--- src/rtl/elfbid_pkg.sv ---
`timescale 1ns / 1ps

package elfbid_pkg;

    localparam int LENGTH_BITS_DEF = 16;
    localparam int SEG_LEN_W       = 16;
    localparam int HDR_BYTES       = 12;
    localparam int NAME_END        = 16;
    localparam int NOTE_END_W      = 35;

    localparam logic KIND_HEX  = 1'b0;
    localparam logic KIND_NONE = 1'b1;

    localparam logic [31:0] BUILD_ID_TYPE = 32'd3;
    localparam logic [31:0] GNU_NAME_SIZE = 32'd4;

    typedef struct packed {
        logic       kind;
        logic [7:0] hex_char;
        logic       last;
    } result_t;

    // Up to two results come out of one request.
    typedef struct packed {
        logic [1:0] count;
        result_t    r0;
        result_t    r1;
    } scan_res_t;

    localparam result_t NOT_FOUND = '{kind: KIND_NONE, hex_char: 8'h00, last: 1'b1};

    function automatic logic [7:0] hex_digit(input logic [3:0] nib);
        logic [7:0] ch;
        if (nib < 4'd10) begin
            ch = 8'h30 + {4'h0, nib};
        end else begin
            ch = 8'h57 + {4'h0, nib};
        end
        return ch;
    endfunction

    function automatic logic [7:0] gnu_byte(input logic [1:0] idx);
        logic [7:0] ch;
        case (idx)
            2'd0: ch = 8'h47;
            2'd1: ch = 8'h4e;
            2'd2: ch = 8'h55;
            default: ch = 8'h00;
        endcase
        return ch;
    endfunction

    // Rounds up to a multiple of four without wrapping.
    function automatic logic [32:0] pad4(input logic [31:0] n);
        logic [32:0] s;
        s = {1'b0, n} + 33'd3;
        return {s[32:2], 2'b00};
    endfunction

endpackage

--- src/rtl/elfbid_scan.sv ---
`timescale 1ns / 1ps

module elfbid_scan #(
    parameter int LENGTH_BITS = elfbid_pkg::LENGTH_BITS_DEF
) (
    input  logic                               aclk,
    input  logic                               aresetn,
    input  logic                               go,
    input  logic [7:0]                         data_byte,
    input  logic                               first_byte,
    input  logic [elfbid_pkg::SEG_LEN_W-1:0]   segment_length,
    output elfbid_pkg::scan_res_t              res
);
    import elfbid_pkg::*;

    localparam int LW  = LENGTH_BITS;
    localparam int NEW = NOTE_END_W;

    localparam logic [LW-1:0] K_DESC  = LW'(4);
    localparam logic [LW-1:0] K_TYPE  = LW'(8);
    localparam logic [LW-1:0] K_LAST  = LW'(HDR_BYTES - 1);
    localparam logic [LW-1:0] K_NAME  = LW'(HDR_BYTES);
    localparam logic [LW-1:0] K_DESC0 = LW'(NAME_END);

    typedef enum logic [1:0] {
        PH_IDLE,
        PH_HEADER,
        PH_BODY,
        PH_DONE
    } phase_t;

    phase_t        phase_reg, phase_next;
    logic [LW-1:0] pos_reg, pos_next;
    logic [LW-1:0] len_reg, len_next;
    logic [LW-1:0] begin_reg, begin_next;
    logic [31:0]   name_reg, name_next;
    logic [31:0]   desc_reg, desc_next;
    logic [31:0]   type_reg, type_next;
    logic          match_reg, match_next;

    logic            take;
    logic            start_note;
    logic [LW-1:0]   start_pos;
    logic [LW-1:0]   k;
    logic [LW-1:0]   idx;
    logic [NEW-1:0]  note_end;
    logic [31:0]     byte_word;
    logic            hex_emit;
    logic            fin;
    scan_res_t       res_c;

    always_comb begin
        phase_next = phase_reg;
        pos_next   = pos_reg;
        len_next   = len_reg;
        begin_next = begin_reg;
        name_next  = name_reg;
        desc_next  = desc_reg;
        type_next  = type_reg;
        match_next = match_reg;
        res_c      = '0;
        take       = 1'b0;
        start_note = 1'b0;
        start_pos  = '0;
        k          = '0;
        idx        = '0;
        note_end   = '0;
        byte_word  = '0;
        hex_emit   = 1'b0;
        fin        = 1'b0;

        if (first_byte) begin
            len_next   = LW'(segment_length);
            pos_next   = '0;
            begin_next = '0;
            if ((LW + 1)'(HDR_BYTES) < {1'b0, len_next}) begin
                phase_next = PH_HEADER;
                name_next  = '0;
                desc_next  = '0;
                type_next  = '0;
                match_next = 1'b0;
                take       = 1'b1;
            end else begin
                phase_next   = PH_DONE;
                res_c.count  = 2'd1;
                res_c.r0     = NOT_FOUND;
            end
        end else if (phase_reg == PH_HEADER || phase_reg == PH_BODY) begin
            take = 1'b1;
        end

        if (take) begin
            k = pos_next - begin_next;
            if (phase_next == PH_HEADER) begin
                byte_word = 32'(data_byte) << {k[1:0], 3'b000};
                if (k < K_DESC) begin
                    name_next = name_next | byte_word;
                end else if (k < K_TYPE) begin
                    desc_next = desc_next | byte_word;
                end else begin
                    type_next = type_next | byte_word;
                end
                if (k >= K_LAST) begin
                    note_end = NEW'(begin_next) + NEW'(HDR_BYTES) + NEW'(pad4(name_next))
                             + NEW'(pad4(desc_next));
                    if (note_end > NEW'(len_next)) begin
                        phase_next  = PH_DONE;
                        res_c.count = 2'd1;
                        res_c.r0    = NOT_FOUND;
                    end else begin
                        match_next = (type_next == BUILD_ID_TYPE)
                                  && (name_next == GNU_NAME_SIZE) && (desc_next != 32'd0);
                        if (note_end == NEW'(pos_next) + NEW'(1)) begin
                            start_note = 1'b1;
                            start_pos  = note_end[LW-1:0];
                        end else begin
                            phase_next = PH_BODY;
                        end
                    end
                end
            end else begin
                if (match_reg) begin
                    if (k >= K_NAME && k < K_DESC0) begin
                        // Name offsets are aligned, so the low bits pick the character.
                        if (data_byte != gnu_byte(k[1:0])) begin
                            match_next = 1'b0;
                        end
                    end else if (k >= K_DESC0) begin
                        idx = k - K_DESC0;
                        if (33'(idx) < {1'b0, desc_next}) begin
                            hex_emit = 1'b1;
                            fin      = (33'(idx) + 33'd1) == {1'b0, desc_next};
                            res_c.count = 2'd2;
                            res_c.r0 = '{kind: KIND_HEX, hex_char: hex_digit(data_byte[7:4]),
                                         last: 1'b0};
                            res_c.r1 = '{kind: KIND_HEX, hex_char: hex_digit(data_byte[3:0]),
                                         last: fin};
                            if (fin) begin
                                phase_next = PH_DONE;
                            end
                        end
                    end
                end
                if (!hex_emit) begin
                    note_end = NEW'(begin_next) + NEW'(HDR_BYTES) + NEW'(pad4(name_next))
                             + NEW'(pad4(desc_next));
                    if (note_end == NEW'(pos_next) + NEW'(1)) begin
                        start_note = 1'b1;
                        start_pos  = note_end[LW-1:0];
                    end
                end
            end
            pos_next = pos_next + LW'(1);
        end

        if (start_note) begin
            begin_next = start_pos;
            if ({1'b0, start_pos} + (LW + 1)'(HDR_BYTES) < {1'b0, len_next}) begin
                phase_next = PH_HEADER;
                name_next  = '0;
                desc_next  = '0;
                type_next  = '0;
                match_next = 1'b0;
            end else begin
                phase_next  = PH_DONE;
                res_c.count = 2'd1;
                res_c.r0    = NOT_FOUND;
            end
        end

        if (!go) begin
            res_c.count = 2'd0;
        end
    end

    assign res = res_c;

    always_ff @(posedge aclk) begin
        if (!aresetn) begin
            phase_reg <= PH_IDLE;
            pos_reg   <= '0;
            len_reg   <= '0;
            begin_reg <= '0;
            name_reg  <= '0;
            desc_reg  <= '0;
            type_reg  <= '0;
            match_reg <= 1'b0;
        end else if (go) begin
            phase_reg <= phase_next;
            pos_reg   <= pos_next;
            len_reg   <= len_next;
            begin_reg <= begin_next;
            name_reg  <= name_next;
            desc_reg  <= desc_next;
            type_reg  <= type_next;
            match_reg <= match_next;
        end
    end

    a_pair_is_hex: assert property (@(posedge aclk) disable iff (!aresetn)
        (res.count == 2'd2) |-> (res.r0.kind == KIND_HEX && !res.r0.last
                                 && res.r1.kind == KIND_HEX))
        else $error("two results from one request must both be hex digits");

    a_none_is_final: assert property (@(posedge aclk) disable iff (!aresetn)
        (res.count != 2'd0 && res.r0.kind == KIND_NONE) |-> (res.count == 2'd1 && res.r0.last))
        else $error("not-found result must be single and final");

    a_done_after_last: assert property (@(posedge aclk) disable iff (!aresetn)
        ((res.count == 2'd1 && res.r0.last) || (res.count == 2'd2 && res.r1.last))
            |=> (phase_reg == PH_DONE))
        else $error("search must end after its final result");

    a_no_count_three: assert property (@(posedge aclk) disable iff (!aresetn)
        res.count != 2'd3)
        else $error("result count out of range");

endmodule

--- src/rtl/elfbid_res_fifo.sv ---
`timescale 1ns / 1ps

module elfbid_res_fifo (
    input  logic                    aclk,
    input  logic                    aresetn,
    input  elfbid_pkg::scan_res_t   push,
    output logic                    has_room,
    output logic                    out_valid,
    input  logic                    out_ready,
    output elfbid_pkg::result_t     out_data
);
    import elfbid_pkg::*;

    localparam int DEPTH = 4;
    localparam int PW    = $clog2(DEPTH);
    localparam int CW    = PW + 1;

    result_t       mem_reg [DEPTH];
    logic [PW-1:0] wr_ptr_reg, wr_ptr_next;
    logic [PW-1:0] rd_ptr_reg, rd_ptr_next;
    logic [CW-1:0] count_reg, count_next;
    logic          pop;

    assign out_valid = count_reg != '0;
    assign out_data  = mem_reg[rd_ptr_reg];
    assign pop       = out_valid && out_ready;
    // Room for a full pair of results, whatever leaves this cycle.
    assign has_room  = count_reg <= CW'(DEPTH - 2);

    always_comb begin
        wr_ptr_next = wr_ptr_reg + PW'(push.count);
        rd_ptr_next = rd_ptr_reg + PW'(pop);
        count_next  = count_reg + CW'(push.count) - CW'(pop);
    end

    always_ff @(posedge aclk) begin
        if (!aresetn) begin
            wr_ptr_reg <= '0;
            rd_ptr_reg <= '0;
            count_reg  <= '0;
        end else begin
            wr_ptr_reg <= wr_ptr_next;
            rd_ptr_reg <= rd_ptr_next;
            count_reg  <= count_next;
        end
    end

    always_ff @(posedge aclk) begin
        if (push.count != 2'd0) begin
            mem_reg[wr_ptr_reg] <= push.r0;
        end
        if (push.count == 2'd2) begin
            mem_reg[wr_ptr_reg + PW'(1)] <= push.r1;
        end
    end

    a_bounded: assert property (@(posedge aclk) disable iff (!aresetn)
        count_reg <= CW'(DEPTH))
        else $error("result queue over capacity");

    a_push_fits: assert property (@(posedge aclk) disable iff (!aresetn)
        (push.count != 2'd0) |-> (CW'(push.count) <= CW'(DEPTH) - count_reg))
        else $error("results pushed without room");

    a_count_tracks: assert property (@(posedge aclk) disable iff (!aresetn)
        (push.count == 2'd0 && pop) |=> (count_reg == $past(count_reg) - CW'(1)))
        else $error("queue count lost track of a pop");

endmodule

--- src/rtl/elf_build_id_note_scanner_top.sv ---
// Channel  Ports                                         Direction  Handshake
// input    s_data_byte, s_first_byte, s_segment_length   in         s_valid / s_ready
// result   m_result_kind, m_hex_char, m_last             out        m_valid / m_ready
//
// A request is registered on acceptance and scanned from that register once the
// result queue has room; its results reach the result channel through the queue.
// One request per cycle is taken while no build-id byte is being emitted and
// the queue has room; a descriptor byte yields two results, so the four-entry
// result queue and its single read port then hold off further requests.
// aresetn is synchronous and active low; it clears the scan state and the queue.
// A stall on m_ready fills the queue and then holds off s_ready.
`timescale 1ns / 1ps

module elf_build_id_note_scanner_top #(
    parameter int LENGTH_BITS = elfbid_pkg::LENGTH_BITS_DEF
) (
    input  logic                               aclk,
    input  logic                               aresetn,
    input  logic                               s_valid,
    output logic                               s_ready,
    input  logic [7:0]                         s_data_byte,
    input  logic                               s_first_byte,
    input  logic [elfbid_pkg::SEG_LEN_W-1:0]   s_segment_length,
    output logic                               m_valid,
    input  logic                               m_ready,
    output logic                               m_result_kind,
    output logic [7:0]                         m_hex_char,
    output logic                               m_last
);
    import elfbid_pkg::*;

    logic                 in_valid_reg;
    logic [7:0]           data_reg;
    logic                 first_reg;
    logic [SEG_LEN_W-1:0] seg_len_reg;
    logic                 has_room;
    logic                 go;
    scan_res_t            scan_res;
    result_t              out_data;

    assign go      = in_valid_reg && has_room;
    assign s_ready = !in_valid_reg || go;

    always_ff @(posedge aclk) begin
        if (!aresetn) begin
            in_valid_reg <= 1'b0;
        end else if (s_ready) begin
            in_valid_reg <= s_valid;
        end
    end

    always_ff @(posedge aclk) begin
        if (s_valid && s_ready) begin
            data_reg    <= s_data_byte;
            first_reg   <= s_first_byte;
            seg_len_reg <= s_segment_length;
        end
    end

    elfbid_scan #(
        .LENGTH_BITS(LENGTH_BITS)
    ) u_scan (
        .aclk           (aclk),
        .aresetn        (aresetn),
        .go             (go),
        .data_byte      (data_reg),
        .first_byte     (first_reg),
        .segment_length (seg_len_reg),
        .res            (scan_res)
    );

    elfbid_res_fifo u_fifo (
        .aclk      (aclk),
        .aresetn   (aresetn),
        .push      (scan_res),
        .has_room  (has_room),
        .out_valid (m_valid),
        .out_ready (m_ready),
        .out_data  (out_data)
    );

    assign m_result_kind = out_data.kind;
    assign m_hex_char    = out_data.hex_char;
    assign m_last        = out_data.last;

endmodule
--- config.mk ---
export PLATFORM = sky130hd
export DESIGN_NAME = elf_build_id_note_scanner_top
export DESIGN_NICKNAME = d
export VERILOG_FILES = /design/src/rtl/elfbid_pkg.sv /design/src/rtl/elfbid_scan.sv /design/src/rtl/elfbid_res_fifo.sv /design/src/rtl/elf_build_id_note_scanner_top.sv
export SDC_FILE = /design/constraint.sdc
export NUM_CORES = 1
export LEC_CHECK = 0
export CORE_ASPECT_RATIO = 0.6
export CORE_UTILIZATION = 35
export DETAILED_ROUTE_END_ITERATION = 10
export DONT_BUFFER_PORTS = 1
export HOLD_SLACK_MARGIN = 0.12
export MAX_ROUTING_LAYER = met4
export PLACE_DENSITY = 0.56
export RECOVER_POWER = 25
export SYNTH_ARGS = -nofsm -noshare
export SYNTH_HDL_FRONTEND = slang
export SYNTH_SLANG_ARGS = --single-unit
--- constraint.sdc ---
create_clock -name aclk -period 27.9 [get_ports aclk]
set_clock_uncertainty 0.1 [all_clocks]
set_input_delay 1.395 -clock aclk [delete_from_list [all_inputs] [get_ports aclk]]
set_output_delay 1.395 -clock aclk [all_outputs]
set_load 0.03 [all_outputs]
==> flow_summary_export.csv <==
group,metric,value,unit
outcome,status,"finished with violations",
outcome,failed_checks,"capacitance limit, slew limit",
cells_and_area,postLayoutCoreUtil,38.2,%
setup_path,ff2ff_path_depth,56,
detailed_routing,viasPerCell,6.47,
clock_tree,clock_path_buffers,3,
timing,worst_slew_pin_slew,2.92,ns
timing,max_freq,59.0,MHz
synth,synth-seq-area-share,21.3,%
synth,avgSynthCellArea,7.83,um2
die,die_area,66700,um2
power_and_ir_drop,vdd_drop_max,0.0000396,V
synth,synth-main-ff-cell,"dfxtp_1",
global_routing,grtUsageMet3,9.95,%
timing,rsz0062_at_grt,"no",
setup_path,crit_type,"flip-flop to flip-flop",
die,io_pins,41,
placed_design,io_buffer_count,0,
clock_tree,clk-insertion-delay-late,0.57,ns
job,maxCapViolations,4,
global_routing,grt-ovfl-total,0,
setup_path,critPathSlowestCell,"and4_1",
synth,ys_ff_latch,216,
synth,synth_cell_types,107,
clock_tree,cts_tree,"done",
global_routing,met1_usage,48.7,%
cells_and_area,largest_register_ffs,36,
power_and_ir_drop,p_sw_share,36.1,%
clock_tree,cts.clk_slew.worst_paths,0.07,ns
power_and_ir_drop,p_seq_share,36.9,%
setup_path,crit_top_cell,"ha_1",
power_and_ir_drop,power,0.954,mW
setup_path,crit_buf_inv,8,
synth,synth_cells,2931,
detailed_routing,wire_per_inst,27.9,um
clock_tree,post_cts_buffers,0,
detailed_routing,ant_nets,0,
timing,final-setup-viol-count,0,
setup_path,cp_top_family,"simple AND/OR/NAND/NOR gates",
power_and_ir_drop,p_comb_share,27.6,%
setup_path,r2r-start,"first_reg$_DFFE_PP_",
setup_path,arrival,17.25,ns
power_and_ir_drop,p_int,0.610,mW
global_routing,grt.total_usage,30.9,%
cells_and_area,final_cells,3706,
setup_path,r2r_setup_slack,10.96,ns
placed_design,place.gp.congestion,1.06,
min_path,hold_path_class,"flip-flop to flip-flop",
clock_tree,cts_resized,0,
power_and_ir_drop,power.density,38.7,nW/um2
power_and_ir_drop,clock_power_share,35.5,%
setup_path,worstSetupStartpointType,"flip-flop",
power_and_ir_drop,p_sw,0.344,mW
min_path,whs_path_depth,2,
placed_design,placedCellCount,3661,
global_routing,grt_pass1_vias,21500,
cells_and_area,drive_gt1_share,5.82,%
synth,synth_area,23000,um2
detailed_routing,drt_iter0_drc,3475,
clock_tree,htree_levels,1,
die,placementRows,72,
synth,synth-edff-count,57,
timing,slew_headroom,-94.6,%
timing,fin_crit_sh,60.7,%
setup_path,max_stage_delay,0.71,ns
detailed_routing,drtPass1Iterations,6,
setup_path,critical_path.max_fanout,44,
die,core,64600,um2
min_path,hold-path-endpoint,"u_fifo.mem_reg[3][9]$_SDFFE_PP0N_",
clock_tree,holdBufCountCts,0,
cells_and_area,synthToLayoutAreaGrowth,7.35,%
die,die_w,333,um
cells_and_area,num-nets-final,3067,
setup_path,worst_setup_path_end_kind,"flip-flop",
cells_and_area,multi_input_area,17000,um2
global_routing,busiest_layer,"met1",
setup_path,worst-path-stages,56,
timing,drv_slew,113,
clock_tree,clockRootBuffer,"clkbuf_16",
power_and_ir_drop,leakagePower,9.47,nW
global_routing,antenna_found_initial,2,
detailed_routing,num_vias,24000,
min_path,min-delay-start,"u_fifo.mem_reg[3][9]$_SDFFE_PP0N_",
cells_and_area,fillCellCount,6641,
detailed_routing,drcViolationCount,0,
setup_path,r2r_end,"u_fifo.count_reg[2]$_SDFF_PN0_",
global_routing,grt_pass1_wl,150,mm
synth,synth-warning-count,0,
die,initial_utilization,35.5,%
clock_tree,numClockSinks,216,
detailed_routing,wirelength,103,mm
global_routing,grt_max_degree,79,
timing,fin_crit,16.94,ns
global_routing,grt_util_met2,36.7,%
cells_and_area,regArea,4890,um2
die,die_h,200,um
setup_path,cp.required,28.21,ns
timing,hold_violations,0,
synth,syn-num-nets,3162,
synth,async_flop_share,0,%
timing,setup_tns,0,ns
placed_design,dpl.hpwl,82.7,mm
clock_tree,numCtsBuffers,24,
[cell usage after synthesis, types with 34 or more instances]
cell type  count  share of area [%]
o211ai_1      37                1.2
o21ai_0      111                2.4
and2_1        35               0.95
nor2b_1       35               0.95
nand2_1      279                4.6
xor2_1        74                2.8
a31oi_1       34               0.93
dfxtp_1      159                 14
clkbuf_1     143                2.3
inv_1         95                1.6
edfxtp_1      57                7.5
mux2i_1       35                1.5
nor2_1       266                4.3
ha_1         169                9.2
xnor2_1      151                5.8
a211oi_1      34                1.1
nand3_1      117                2.6
a21oi_1      200                4.4
nor4_1        58                1.6
o2bb2ai_1     51                1.9
nand4_1       81                2.2
nor3_1        76                1.7
a21o_1        59                1.9
[per-stage QoR]
step	setup WS, ns	hold WS [ns]	instance area, um2
after floorplan	13.90	0.320	23000
after global placement	11.74	0.338	23800
after detailed placement	11.37	0.347	23800
after CTS	11.27	0.361	24600
after global routing	9.59	0.376	24600
final	10.96	0.357	24600
[cell type report]
| class | instances | share of cell area (%) |
|---|---|---|
| multi-input cells | 2430 | 69.0 |
| repair buffers | 65 | 1.95 |
| inverters | 99 | 1.51 |
| clock inverters | 13 | 0.645 |
| diodes | 2 | 0.0203 |
| well taps | 851 | 4.32 |
| clock buffers | 30 | 2.66 |
| flip-flops and latches | 216 | 19.9 |
[how the worst max path moves through the flow]
stage	startpoint	endpoint
final	first_reg$_DFFE_PP_	u_fifo.count_reg[2]$_SDFF_PN0_
after global routing	first_reg$_DFFE_PP_	u_fifo.count_reg[2]$_SDFF_PN0_
after CTS	first_reg$_DFFE_PP_	u_fifo.count_reg[2]$_SDFF_PN0_
after detailed placement	first_reg$_DFFE_PP_	u_fifo.count_reg[2]$_SDFF_PN0_
after global placement	first_reg$_DFFE_PP_	u_fifo.count_reg[2]$_SDFF_PN0_
after floorplan	first_reg$_DFFE_PP_	u_fifo.count_reg[2]$_SDFF_PN0_
[cells in the final DEF (no fill, tap or decap), drive strengths merged, types with 78 or more instances in the layout]
cell   instances
nor3          78
xnor2        152
nor2         266
a21oi        202
inv           97
dfxtp        159
nand2        279
nand3        117
ha           169
o21ai        112
nand4         82
[worst reg2reg max path, delay by kind of cell (launching register included)]
kind                       cells  cell delay (ns)
xor gates and xnor gates       4             0.74
AOI/OAI and AO/OA             16             4.60
DFF                            1             0.32
buffers and inverters          8             1.73
and+or+nand+nor               17             5.78
adders and majority gates     11             3.48
[power by group through the flow]
stage               Sequential, mW  Combinational [mW]  Clock [mW]
floorplan                    0.348               0.179           0
detailed placement           0.358               0.254           0
finish                       0.352               0.264       0.339
global route                 0.354               0.280       0.354
global placement             0.358               0.252           0
CTS                          0.351               0.256       0.344
[layer usage]
layer  vias to the layer above  share of wire (%)
li1                      10700                  -
met1                     11700                 49
met2                      1406                 35
met3                       103                 14
met4                         0                1.6
met5                         -                  0
[kinds of logic (layout without fill, tap and decap cells)]
| family | Yosys count | after routing | share of synthesized area, % |
|---|---|---|---|
| and+or+nand+nor | 1135 | 1135 | 25.1 |
| AOI/OAI and AO/OA | 807 | 807 | 24.3 |
| buffers and inverters | 285 | 207 | 4.82 |
| xor gates and xnor gates | 237 | 237 | 9.74 |
| DFF | 216 | 216 | 21.3 |
| adders and majority gates | 204 | 204 | 12.2 |
| muxes | 46 | 46 | 2.51 |
| other | 1 | 3 | 0.0163 |
Note: power is estimated with default switching activity, not from simulation.
